$ cat config.mk
export PLATFORM = sky130hd
export DESIGN_NAME = aded_sqrt_cell
export DESIGN_NICKNAME = d
export VERILOG_FILES = /design/src/sv/aded_pkg.sv /design/src/sv/aded_sqrt_cell.sv
export SDC_FILE = /design/constraint.sdc
export NUM_CORES = 1
export LEC_CHECK = 0
export CAP_MARGIN = 10
export CORE_AREA = 3 3 198 200
export DETAILED_ROUTE_END_ITERATION = 16
export DIE_AREA = 0 0 201 203
export DONT_BUFFER_PORTS = 1
export PLACE_DENSITY_LB_ADDON = 0.15
export SETUP_SLACK_MARGIN = 0.05
export SYNTH_ARGS = -nofsm -noshare
export SYNTH_HDL_FRONTEND = slang
export SYNTH_SLANG_ARGS = --single-unit
$ cat constraint.sdc
create_clock -name clk -period 24.6 [get_ports clk]
set_clock_uncertainty 0.1 [all_clocks]
set_input_delay 4.92 -clock clk [delete_from_list [all_inputs] [get_ports clk]]
set_output_delay 4.92 -clock clk [all_outputs]
set_load 0.01 [all_outputs]
$ cat src/sv/aded_pkg.sv
// shared types, constants and the arctangent step table for the aim direction block
// no dependencies
package aded_pkg;

  localparam int COORD_WIDTH_DEF  = 32;
  localparam int CORDIC_STEPS_DEF = 28;
  localparam int ROT_W            = 26;
  localparam int NORM_W           = 30;
  localparam int NORM_POS         = 29;
  localparam int SQ_STEPS         = 31;
  localparam int SQ_W             = 62;
  localparam int CX_W             = 34;
  localparam int Z_W              = 32;
  localparam int YAW_W            = 31;
  localparam int PITCH_W          = 30;
  localparam int ROLL_W           = 32;
  localparam int ROLL_SH_W        = 36;
  localparam int PROD_W           = 64;
  localparam int DEG_SPLIT        = 18;
  localparam int DEG_PART_W       = 18;

  localparam logic signed [Z_W-1:0] HALF_PI_Q28 = 32'sd421657428;
  localparam logic signed [Z_W-1:0] PI_Q28      = 32'sd843314857;
  localparam logic signed [ROLL_SH_W-1:0] TWO_PI_Q28 = 36'sd1686629713;
  localparam logic signed [DEG_PART_W-1:0] DEG_HI = 18'sd73204;
  localparam logic signed [DEG_PART_W-1:0] DEG_LO = 18'sd108693;

  typedef struct packed {
    logic                     valid;
    logic                     coincide;
    logic signed [NORM_W:0]   dx;
    logic signed [NORM_W:0]   dy;
    logic signed [NORM_W:0]   dz;
    logic signed [ROLL_W-1:0] roll;
  } sq_side_t;

  typedef struct packed {
    logic [SQ_W-1:0] rem;
    logic [SQ_W-1:0] res;
    sq_side_t        side;
  } sq_t;

  typedef struct packed {
    logic signed [CX_W-1:0] x;
    logic signed [CX_W-1:0] y;
    logic signed [Z_W-1:0]  z;
  } rot_t;

  typedef struct packed {
    logic                     valid;
    logic                     coincide;
    logic                     yaw_zero;
    logic                     pitch_vert;
    logic                     dy_neg;
    logic signed [ROLL_W-1:0] roll;
  } cr_side_t;

  function automatic logic signed [Z_W-1:0] atan_q28(input int i);
    logic signed [Z_W-1:0] a;
    begin
      a = '0;
      case (i)
        0: a = 32'sd210828714;
        1: a = 32'sd124459457;
        2: a = 32'sd65760959;
        3: a = 32'sd33381290;
        4: a = 32'sd16755422;
        5: a = 32'sd8385879;
        6: a = 32'sd4193963;
        7: a = 32'sd2097109;
        8: a = 32'sd1048571;
        9: a = 32'sd524287;
        default: a = (i <= 28) ? (Z_W'(1) << (28 - i)) : '0;
      endcase
      return a;
    end
  endfunction

endpackage

$ cat src/sv/aded_sqrt_cell.sv
// one digit step of the integer square root row
// depends on aded_pkg
module aded_sqrt_cell #(
  parameter int STEP = 0
) (
  input  logic          clk,
  input  logic          rst_n,
  input  logic          en,
  input  aded_pkg::sq_t a,
  output aded_pkg::sq_t q_r
);
  import aded_pkg::*;

  localparam logic [SQ_W-1:0] BIT = SQ_W'(1) << (2 * (SQ_STEPS - 1 - STEP));

  logic [SQ_W-1:0] trial;
  sq_t             q_nxt;

  always_comb begin
    trial = a.res + BIT;
    q_nxt = a;
    if (a.rem >= trial) begin
      q_nxt.rem = a.rem - trial;
      q_nxt.res = (a.res >> 1) + BIT;
    end else begin
      q_nxt.res = a.res >> 1;
    end
  end

  always_ff @(posedge clk) begin
    if (!rst_n) begin
      q_r.side.valid <= 1'b0;
    end else if (en) begin
      q_r <= q_nxt;
    end
  end

endmodule

==> metrics.txt <==
CTS tree=built; ys async rst share=0%; launching point of the worst reg2reg path=q_r[126]$_SDFFE_PN0P_; Syn Inst Count=1,031; biggest registers after layout=q_r: 251 flops; width of the die=201 um; Netlist Area Pre-Place=12,400 um^2; gr usage total=a little under a fifth; First-pass DRT Iterations=5; FP Rows=71; slew margin rel.=28.7%; status=complete, no violations; Hold Crit Start=q_r[126]$_SDFFE_PN0P_; H-tree depth=1; Layout Cell Area excl Fill=13,900 um^2; Crit. End Element=register; area leader, netlist=edfxtp_1; max reg flops=251; Antenna Cells=0; Nets=1,340; CTS Sinks=251; CTS resizes=0; part of the Yosys area used for sequential elements=60.9%; initial antenna violation count=6; ys flop type=edfxtp_1; Max clock buf depth=3; Post-Layout Cell Count=1,557; via count=8,090; area of the die=40,800 um^2; first-pass GRT wire length=58.1 mm; share of cells above drive strength 1=6.60%; Final Hold Viols=0; final setup TNS=0 ns; number of max-slew violations in the final report=0; share of the synthesized area in the top cell type=60.8%; worst-path fanout max=81; worst hold stages=2; routed vias/inst=approximately 5.2; top post-synthesis cells by area=edfxtp_1, ha_1, a21oi_1, nor2_1, a21o_1; Power Density=85.5 nW/um^2; Reg2Reg Capture Point=q_r[126]$_SDFFE_PN0P_; worst hold path endpoint=q_r[126]$_SDFFE_PN0P_; min Tclk post-route=8.50 ns; Setup CP Type=input port to register; DP Wirelength=32.0 mm; gpl congestion=0.833; worst reg2reg path depth=2; EDFF count, synth=250; Hold Buf Count CTS=0; post-route ant nets=0; Initial Util=32.9%; # IOs=505; vias in the first global route=8,280; Num CTS Buffers=29; Worst VDD drop=0.0000492 V; Max Fclk=118 MHz; Setup violations, final=0; reg2reg setup slack=23.87 ns; FF+latch count, synth=251; Die Y=slightly above 200 um; yosys warns=0; Final Cycle Share=34.6%; arrival time worst endpoint=8.74 ns; placed instance count=1,503; Worst-Margin Slew=between 1 and 1.5 ns; Cell variety after synth=61; Fin Hold WS=0.473 ns; DRT Wirelength=40.8 mm; # DRC=0; Max Cap Violations=0; Reg with most FFs=q_r; DR iter-0 viols=~420; Syn Nets=around 1,300; RSZ-0062 raised after global routing=no; largest net degree at the start of global routing=90; Core Region=about 38,000 um^2; clock latency at the later pin of the worst-skew pair=0.58 ns; WP data required=around 25 ns; total gr overflow=0; Lkg Pwr=0.00522 uW; WL/cell=26.2 um; Hold/Removal Path Class=register to register; Clock Root Buffer=clkbuf_16; postcts setup bufs=0; Mapped Avg Cell Area=between 10 and 15 um^2; post-place instance area=12,800 um^2; port bufs=0; Area Growth Syn to Fin=12.3%; CP Launch Type=input port; Worst-path clk slew=roughly 0.06 ns
[cells in the mapped netlist (11+ instances only)]
| cell type | instances |
|---|---|
| nor2b_1 | 11 |
| nor2_1 | 95 |
| a21o_1 | 45 |
| inv_1 | 76 |
| buf_2 | 13 |
| xnor2_1 | 36 |
| o21a_1 | 15 |
| ha_1 | 62 |
| edfxtp_1 | 250 |
| xor2_1 | 21 |
| o21ai_0 | 36 |
| clkbuf_1 | 23 |
| nand2_1 | 66 |
| a21oi_1 | 123 |
| o21bai_1 | 13 |
| a31oi_1 | 13 |
| nand4_1 | 21 |
[layout by cell type (no fill, tap or decap), types with 3 or more instances in the layout]
cell	count
a31oi_1	13
bufinv_16	7
o31ai_1	4
nand3_1	8
a21oi_1	123
o21bai_1	13
inv_1	76
o211a_1	3
and3_1	8
nor3_1	10
a211oi_1	6
o2111ai_1	3
xor2_1	21
clkbuf_16	29
nor2b_1	11
or3_1	3
nand4_1	21
buf_4	4
nand2_1	66
o21a_1	15
nor4_1	5
clkbuf_1	3
a21o_1	45
edfxtp_1	250
o21ai_0	36
mux2_2	3
nor2_1	95
xnor2_1	36
o211ai_1	4
or2_2	4
clkinv_4	3
nand2b_1	6
ha_1	62
clkinv_2	4
[power breakdown]
| part | internal, uW | total [uW] | switching [uW] |
|---|---|---|---|
| Sequential | 515 | 551 | 35.9 |
| Clock | 293 | 479 | 186 |
| Combinational | 57.5 | 156 | 98.7 |
| Total | 865 | 1190 | 320 |
[layout make-up]
type / instances / area [um^2]
Clock buffer: 32 / 737
Clock inverter: 22 / 328
Fill cell: 3671 / 23700
Inverter: 76 / 285
Multi-Input combinational cell: 661 / 4320
Sequential cell: 251 / 7530
Tap cell: 511 / 639
Timing Repair Buffer: 4 / 30.0
[worst max-delay path by stage]
| stage | from | end |
|---|---|---|
| after floorplan | en | q_r[0]$_DFFE_PP_ |
| after global placement | a[189] | q_r[205]$_DFFE_PP_ |
| after detailed placement | a[189] | q_r[205]$_DFFE_PP_ |
| after CTS | a[189] | q_r[205]$_DFFE_PP_ |
| after global routing | a[189] | q_r[205]$_DFFE_PP_ |
| final | a[189] | q_r[205]$_DFFE_PP_ |
[metal layers]
layer / track usage (%) / vias up / share of wire (%)
met5: 0 / - / 0.15
met4: 4.79 / 8 / 2.3
met3: 8.19 / 60 / 10
met2: 32.4 / 355 / 49
met1: 22.3 / 3887 / 39
li1: - / 3780 / -
[worst max-delay path, cell delays in order]
cell,delay (ns)
inv_1,0.02
ha_1,0.20
fa_1,0.41
nor2b_1,0.17
o2111ai_1,0.19
a21bo_2,0.28
nor4b_1,0.16
o211a_1,0.30
nor3_1,0.30
o2111ai_1,0.19
nand3_4,0.38
buf_4,0.76
mux2_2,0.41
[kinds of logic after synthesis]
logic type / share of synthesized area (%)
AO/OA/AOI/OAI: 14.6
flip-flops: 60.9
AND/OR/NAND/NOR: 9.25
buffers and inverters: 4.11
adder cells (fa/ha/maj): 6.44
XOR/XNOR: 4.04
multiplexers: 0.597
[per-stage QoR]
step / util (%) / power [uW] / setup WS, ns
2_1_floorplan: - / 674 / 13.29
3_3_place_gp: 34.1 / 718 / 15.53
3_5_place_dp: 34.1 / 717 / 15.49
4_1_cts: 36.9 / 1200 / 16.10
5_1_grt: 36.9 / 1240 / 15.78
6_report: 36.9 / 1190 / 16.10
Note: power is estimated with default switching activity, not from simulation.
