**src/sv/aded_pkg.sv**
```systemverilog
// shared types, constants and the arctangent step table for the aim direction block
// no dependencies
package aded_pkg;

  localparam int COORD_WIDTH_DEF  = 32;
  localparam int CORDIC_STEPS_DEF = 28;
  localparam int ROT_W            = 26;
  localparam int NORM_W           = 30;
  localparam int NORM_POS         = 29;
  localparam int SQ_STEPS         = 31;
  localparam int SQ_W             = 62;
  localparam int CX_W             = 34;
  localparam int Z_W              = 32;
  localparam int YAW_W            = 31;
  localparam int PITCH_W          = 30;
  localparam int ROLL_W           = 32;
  localparam int ROLL_SH_W        = 36;
  localparam int PROD_W           = 64;
  localparam int DEG_SPLIT        = 18;
  localparam int DEG_PART_W       = 18;

  localparam logic signed [Z_W-1:0] HALF_PI_Q28 = 32'sd421657428;
  localparam logic signed [Z_W-1:0] PI_Q28      = 32'sd843314857;
  localparam logic signed [ROLL_SH_W-1:0] TWO_PI_Q28 = 36'sd1686629713;
  localparam logic signed [DEG_PART_W-1:0] DEG_HI = 18'sd73204;
  localparam logic signed [DEG_PART_W-1:0] DEG_LO = 18'sd108693;

  typedef struct packed {
    logic                     valid;
    logic                     coincide;
    logic signed [NORM_W:0]   dx;
    logic signed [NORM_W:0]   dy;
    logic signed [NORM_W:0]   dz;
    logic signed [ROLL_W-1:0] roll;
  } sq_side_t;

  typedef struct packed {
    logic [SQ_W-1:0] rem;
    logic [SQ_W-1:0] res;
    sq_side_t        side;
  } sq_t;

  typedef struct packed {
    logic signed [CX_W-1:0] x;
    logic signed [CX_W-1:0] y;
    logic signed [Z_W-1:0]  z;
  } rot_t;

  typedef struct packed {
    logic                     valid;
    logic                     coincide;
    logic                     yaw_zero;
    logic                     pitch_vert;
    logic                     dy_neg;
    logic signed [ROLL_W-1:0] roll;
  } cr_side_t;

  function automatic logic signed [Z_W-1:0] atan_q28(input int i);
    logic signed [Z_W-1:0] a;
    begin
      a = '0;
      case (i)
        0: a = 32'sd210828714;
        1: a = 32'sd124459457;
        2: a = 32'sd65760959;
        3: a = 32'sd33381290;
        4: a = 32'sd16755422;
        5: a = 32'sd8385879;
        6: a = 32'sd4193963;
        7: a = 32'sd2097109;
        8: a = 32'sd1048571;
        9: a = 32'sd524287;
        default: a = (i <= 28) ? (Z_W'(1) << (28 - i)) : '0;
      endcase
      return a;
    end
  endfunction

endpackage

```
**src/sv/aded_cordic_cell.sv**
```systemverilog
// one micro-rotation of a vectoring cordic row
// depends on aded_pkg
module aded_cordic_cell #(
  parameter int STEP = 0
) (
  input  logic           clk,
  input  logic           en,
  input  aded_pkg::rot_t a,
  output aded_pkg::rot_t q_r
);
  import aded_pkg::*;

  localparam logic signed [Z_W-1:0] ANGLE = atan_q28(STEP);

  rot_t q_nxt;

  always_comb begin
    if (!a.y[CX_W-1]) begin
      q_nxt.x = a.x + (a.y >>> STEP);
      q_nxt.y = a.y - (a.x >>> STEP);
      q_nxt.z = a.z + ANGLE;
    end else begin
      q_nxt.x = a.x - (a.y >>> STEP);
      q_nxt.y = a.y + (a.x >>> STEP);
      q_nxt.z = a.z - ANGLE;
    end
  end

  always_ff @(posedge clk) begin
    if (en) begin
      q_r <= q_nxt;
    end
  end

endmodule
```
**config.mk**
```make
export PLATFORM = sky130hd
export DESIGN_NAME = aded_cordic_cell
export DESIGN_NICKNAME = d
export VERILOG_FILES = /design/src/sv/aded_pkg.sv /design/src/sv/aded_cordic_cell.sv
export SDC_FILE = /design/constraint.sdc
export NUM_CORES = 1
export LEC_CHECK = 0
export ABC_AREA = 1
export BUFFER_PORTS_ARGS = -buffer_cell sky130_fd_sc_hd__buf_2
export CAP_MARGIN = 20
export CELL_PAD_IN_SITES_DETAIL_PLACEMENT = 1
export CELL_PAD_IN_SITES_GLOBAL_PLACEMENT = 2
export CORE_MARGIN = 2
export CORE_UTILIZATION = 34
export CTS_CLUSTER_SIZE = 24
export DETAILED_ROUTE_END_ITERATION = 10
export PLACE_DENSITY = 0.92
export SLEW_MARGIN = 20
export SYNTH_ARGS = -nofsm -noshare
export SYNTH_HDL_FRONTEND = slang
export SYNTH_SLANG_ARGS = --single-unit
```
**constraint.sdc**
```tcl
create_clock -name clk -period 4.3 [get_ports clk]
set_input_delay 0.215 -clock clk [delete_from_list [all_inputs] [get_ports clk]]
set_output_delay 0.215 -clock clk [all_outputs]
set_load 0.05 [all_outputs]
```
==> flow_summary.yaml <==
floorplanning:
  rows: 68
  die_w_um: 192
  floorplan.initialDensity_pct: 34.7
  ios: 202
  area_of_the_die_um2: 36800
  die_h_um: 192
  floorplan.core_area_um2: 34600
cts:
  clk_transition_reported_paths_ns: 0.08
  cts_buffer_depth: 2
  inserted_clock_buffers: 9
  post_cts.repair.setup_buffers: 0
  cts_hold_repair.buffers: 1
  cts_sinks: 99
  cts_resized: 0
  tritoncts: "built"
  clk_root_buffer_cell: "clkbuf_16"
  cts-htree-levels: 3
logic_synthesis:
  synth.top_cell.area_share_pct: 24.8
  yosysWarningCount: 0
  post_synth_xor_area_fraction_pct: 3.21
  synth_seq_cells: 99
  post_synth_mux_area_share_pct: 0.0833
  top_cell_type_by_total_area_after_synthesis: "edfxtp_1"
  ys_dominant_reg_cell: "edfxtp_1"
  synthArstFlopShare_pct: 0
  synth_top_family_by_area: "simple AND/OR/NAND/NOR gates"
  synth_simple_gate_area_share_pct: 31.3
  synth_area_leaders: "edfxtp_1, nand2_1, ha_1"
  synth-seq-area-share_pct: 24.8
  postSynthCellCount: 1834
  synth_fa_ha_area_share_pct: 14.1
  syn_avg_cell_area_um2: 6.55
  synth-edff-count: 99
  synth_compound_gate_area_share_pct: 16.3
  synth_nets: 2069
  synth_cell_types: 43
  synth_area_um2: 12000
placed_design:
  placement.io_buffers: 201
  finalWeightedCongestion: 0.912
  place.detailed.hpwl_mm: 40.7
  detailedPlace.worstSlack_ns: 1.50
pwr:
  irDropWorstVdd_mv: 0.212
  p_per_area_nw_per_um2: 318
  pleak_nw: 6.85
  report.power.total_w: 0.00433
global_route:
  remaining_global_route_overflow: 0
  grt_pass1_wl_mm: 74.1
  first_global_vias: 13600
  overall_routing_resource_usage_pct: 26.4
  maximum_number_of_pins_on_one_net_before_global_route_repair: 70
  grt_antenna_before_repair: 0
setup_path:
  setup.worst_path.class: "in -> reg"
  cp_max_fo: 34
  cp_data_arrival_time_ns: 2.52
  required_ns: 4.44
  timing.critical_path.to_type: "register"
  setup.worst_path.start_class: "input port"
sta:
  relative_max_transition_margin_pct: 45.1
  holdWs_ns: 0.150
  min_period_ns: 2.38
  final.period_utilization_pct: 55.3
  max_freq_ghz: 0.421
  worst-slew-pin-transition_ns: 0.824
  setup_repair_after_global_routing_missed_its_margin: "no"
  fin_tns_setup_ns: 0
  hold_viol_final: 0
  drv_slew: 0
  setup_viol: 0
  setup_ws_ns: 1.92
layout:
  biggest_regs: "q_r: 99 flops"
  antenna_cells: 0
  final_nets: 2241
  flip_flop_count_of_the_largest_register_all_copies_and_words_added: 99
  fillerInstances: 4628
  top_register: "q_r"
  drive_gt1_share_pct: 13.0
  area_delta_synth_final_pct: 13.7
  final_cell_mix: "nand2_1, inv_1, buf_2"
  mostFrequentLayoutCell: "nand2_1"
hold_path:
  hold-path-endpoint: "q_r[1]"
  hold_depth: 2
  timing.hold.worst.start: "a[1]"
  hold_class: "in -> reg"
route:
  drc: 0
  finalWirelength_mm: 48.2
  drt_pre_antenna_iters: 5
  detail_route.wl_per_cell_um: 19.6
  drt_iter0_drc: 695
  vias_per_cell: 5.27
  number_of_vias_after_detailed_routing: 13000
  drtAntennaViolNets: 0
status:
  status: "complete, no violations"
run:
  cap_violations: 0
==> cell type report <==
| class | count | area, µm² | share of cell area [%] |
|---|---|---|---|
| Clock inverter | 5 | 63.8 | 0.467 |
| Timing Repair Buffer | 207 | 1060 | 7.74 |
| Clock buffer | 11 | 233 | 1.70 |
| Sequential cell | 99 | 2970 | 21.8 |
| Multi-Input combinational cell | 1435 | 7800 | 57.2 |
| Inverter | 254 | 953 | 6.98 |
| Tap cell | 455 | 569 | 4.17 |
==> power by group <==
part | switching, W | total [W] | internal [W] | leakage [nW]
sequential | 0.0000484 | 0.00130 | 0.00125 | 0.967
clock | 0.000447 | 0.000904 | 0.000457 | 0.140
combinational | 0.00159 | 0.00213 | 0.000546 | 5.74
total | 0.00208 | 0.00433 | 0.00225 | 6.85
==> synthesized netlist by cell type (2+ instances only) <==
cell / instances
nand2_2: 9
a21boi_1: 2
nand3b_1: 2
xor2_1: 37
nand2_1: 502
xnor2_1: 7
a21boi_0: 2
nor4_1: 3
o21ai_1: 12
buf_2: 9
nand3_1: 156
a21o_1: 14
o31ai_1: 3
or2_2: 4
fa_1: 4
nor2_1: 176
a21oi_2: 4
nor4_2: 2
o211ai_2: 2
inv_2: 7
a31oi_1: 7
a21oi_1: 163
clkbuf_1: 11
ha_1: 129
o21ai_2: 6
inv_1: 246
buf_4: 26
nand4_1: 16
or2_1: 2
nor3_1: 25
o21a_1: 4
o21bai_1: 18
nor2_2: 4
o21ai_0: 102
o211ai_1: 5
o22ai_1: 8
edfxtp_1: 99
==> routing by layer <==
layer / track usage, % / routed length (µm)
met5: 0 / 0
met4: 9.70 / 1470
met3: 2.81 / 2160
met2: 46.3 / 23200
met1: 33.4 / 21400
==> logic make-up (layout without fill, tap and decap cells) <==
kind of cell             count (synthesis)  count (layout)
flip-flops                              99              99
XOR/XNOR                                44              44
adder cells (fa/ha/maj)                133             133
multiplexers                             1               1
AND/OR/NAND/NOR                        905             905
AO/OA/AOI/OAI                          352             352
buffers and inverters                  300             477
==> stage by stage <==
step | utilization (%) | cell area, µm² | std cells
2_1_floorplan | - | 12000 | 1834
3_3_place_gp | 38.5 | 13300 | 2449
3_5_place_dp | 38.5 | 13300 | 2449
4_1_cts | 39.4 | 13700 | 2466
5_1_grt | 39.4 | 13700 | 2466
6_report | 39.4 | 13700 | 2466
==> critical path, cell delays in order <==
cell and delay, ns:
buf_2 0.10, buf_4 0.40, ha_1 0.37, a21oi_1 0.21
o21ai_2 0.12, a21oi_1 0.33, o21ai_2 0.18, nand2_1 0.11
nand2_1 0.14, nand2_1 0.13, nand2_1 0.07, nand2_1 0.07
nand2_1 0.05
==> worst max path at each step <==
| stage | end | depth (start not counted) | slack, ns | from |
|---|---|---|---|---|
| after CTS | q_r[23] | 13 | 1.91 | a[65] |
| after detailed placement | q_r[23] | 13 | 1.50 | a[65] |
| after floorplan | q_r[28] | 13 | 2.13 | a[65] |
| final | q_r[23] | 13 | 1.92 | a[65] |
| after global placement | q_r[29] | 12 | 1.57 | a[65] |
| after global routing | q_r[52] | 14 | 1.67 | a[37] |
Power figures use the tool's default switching activity.
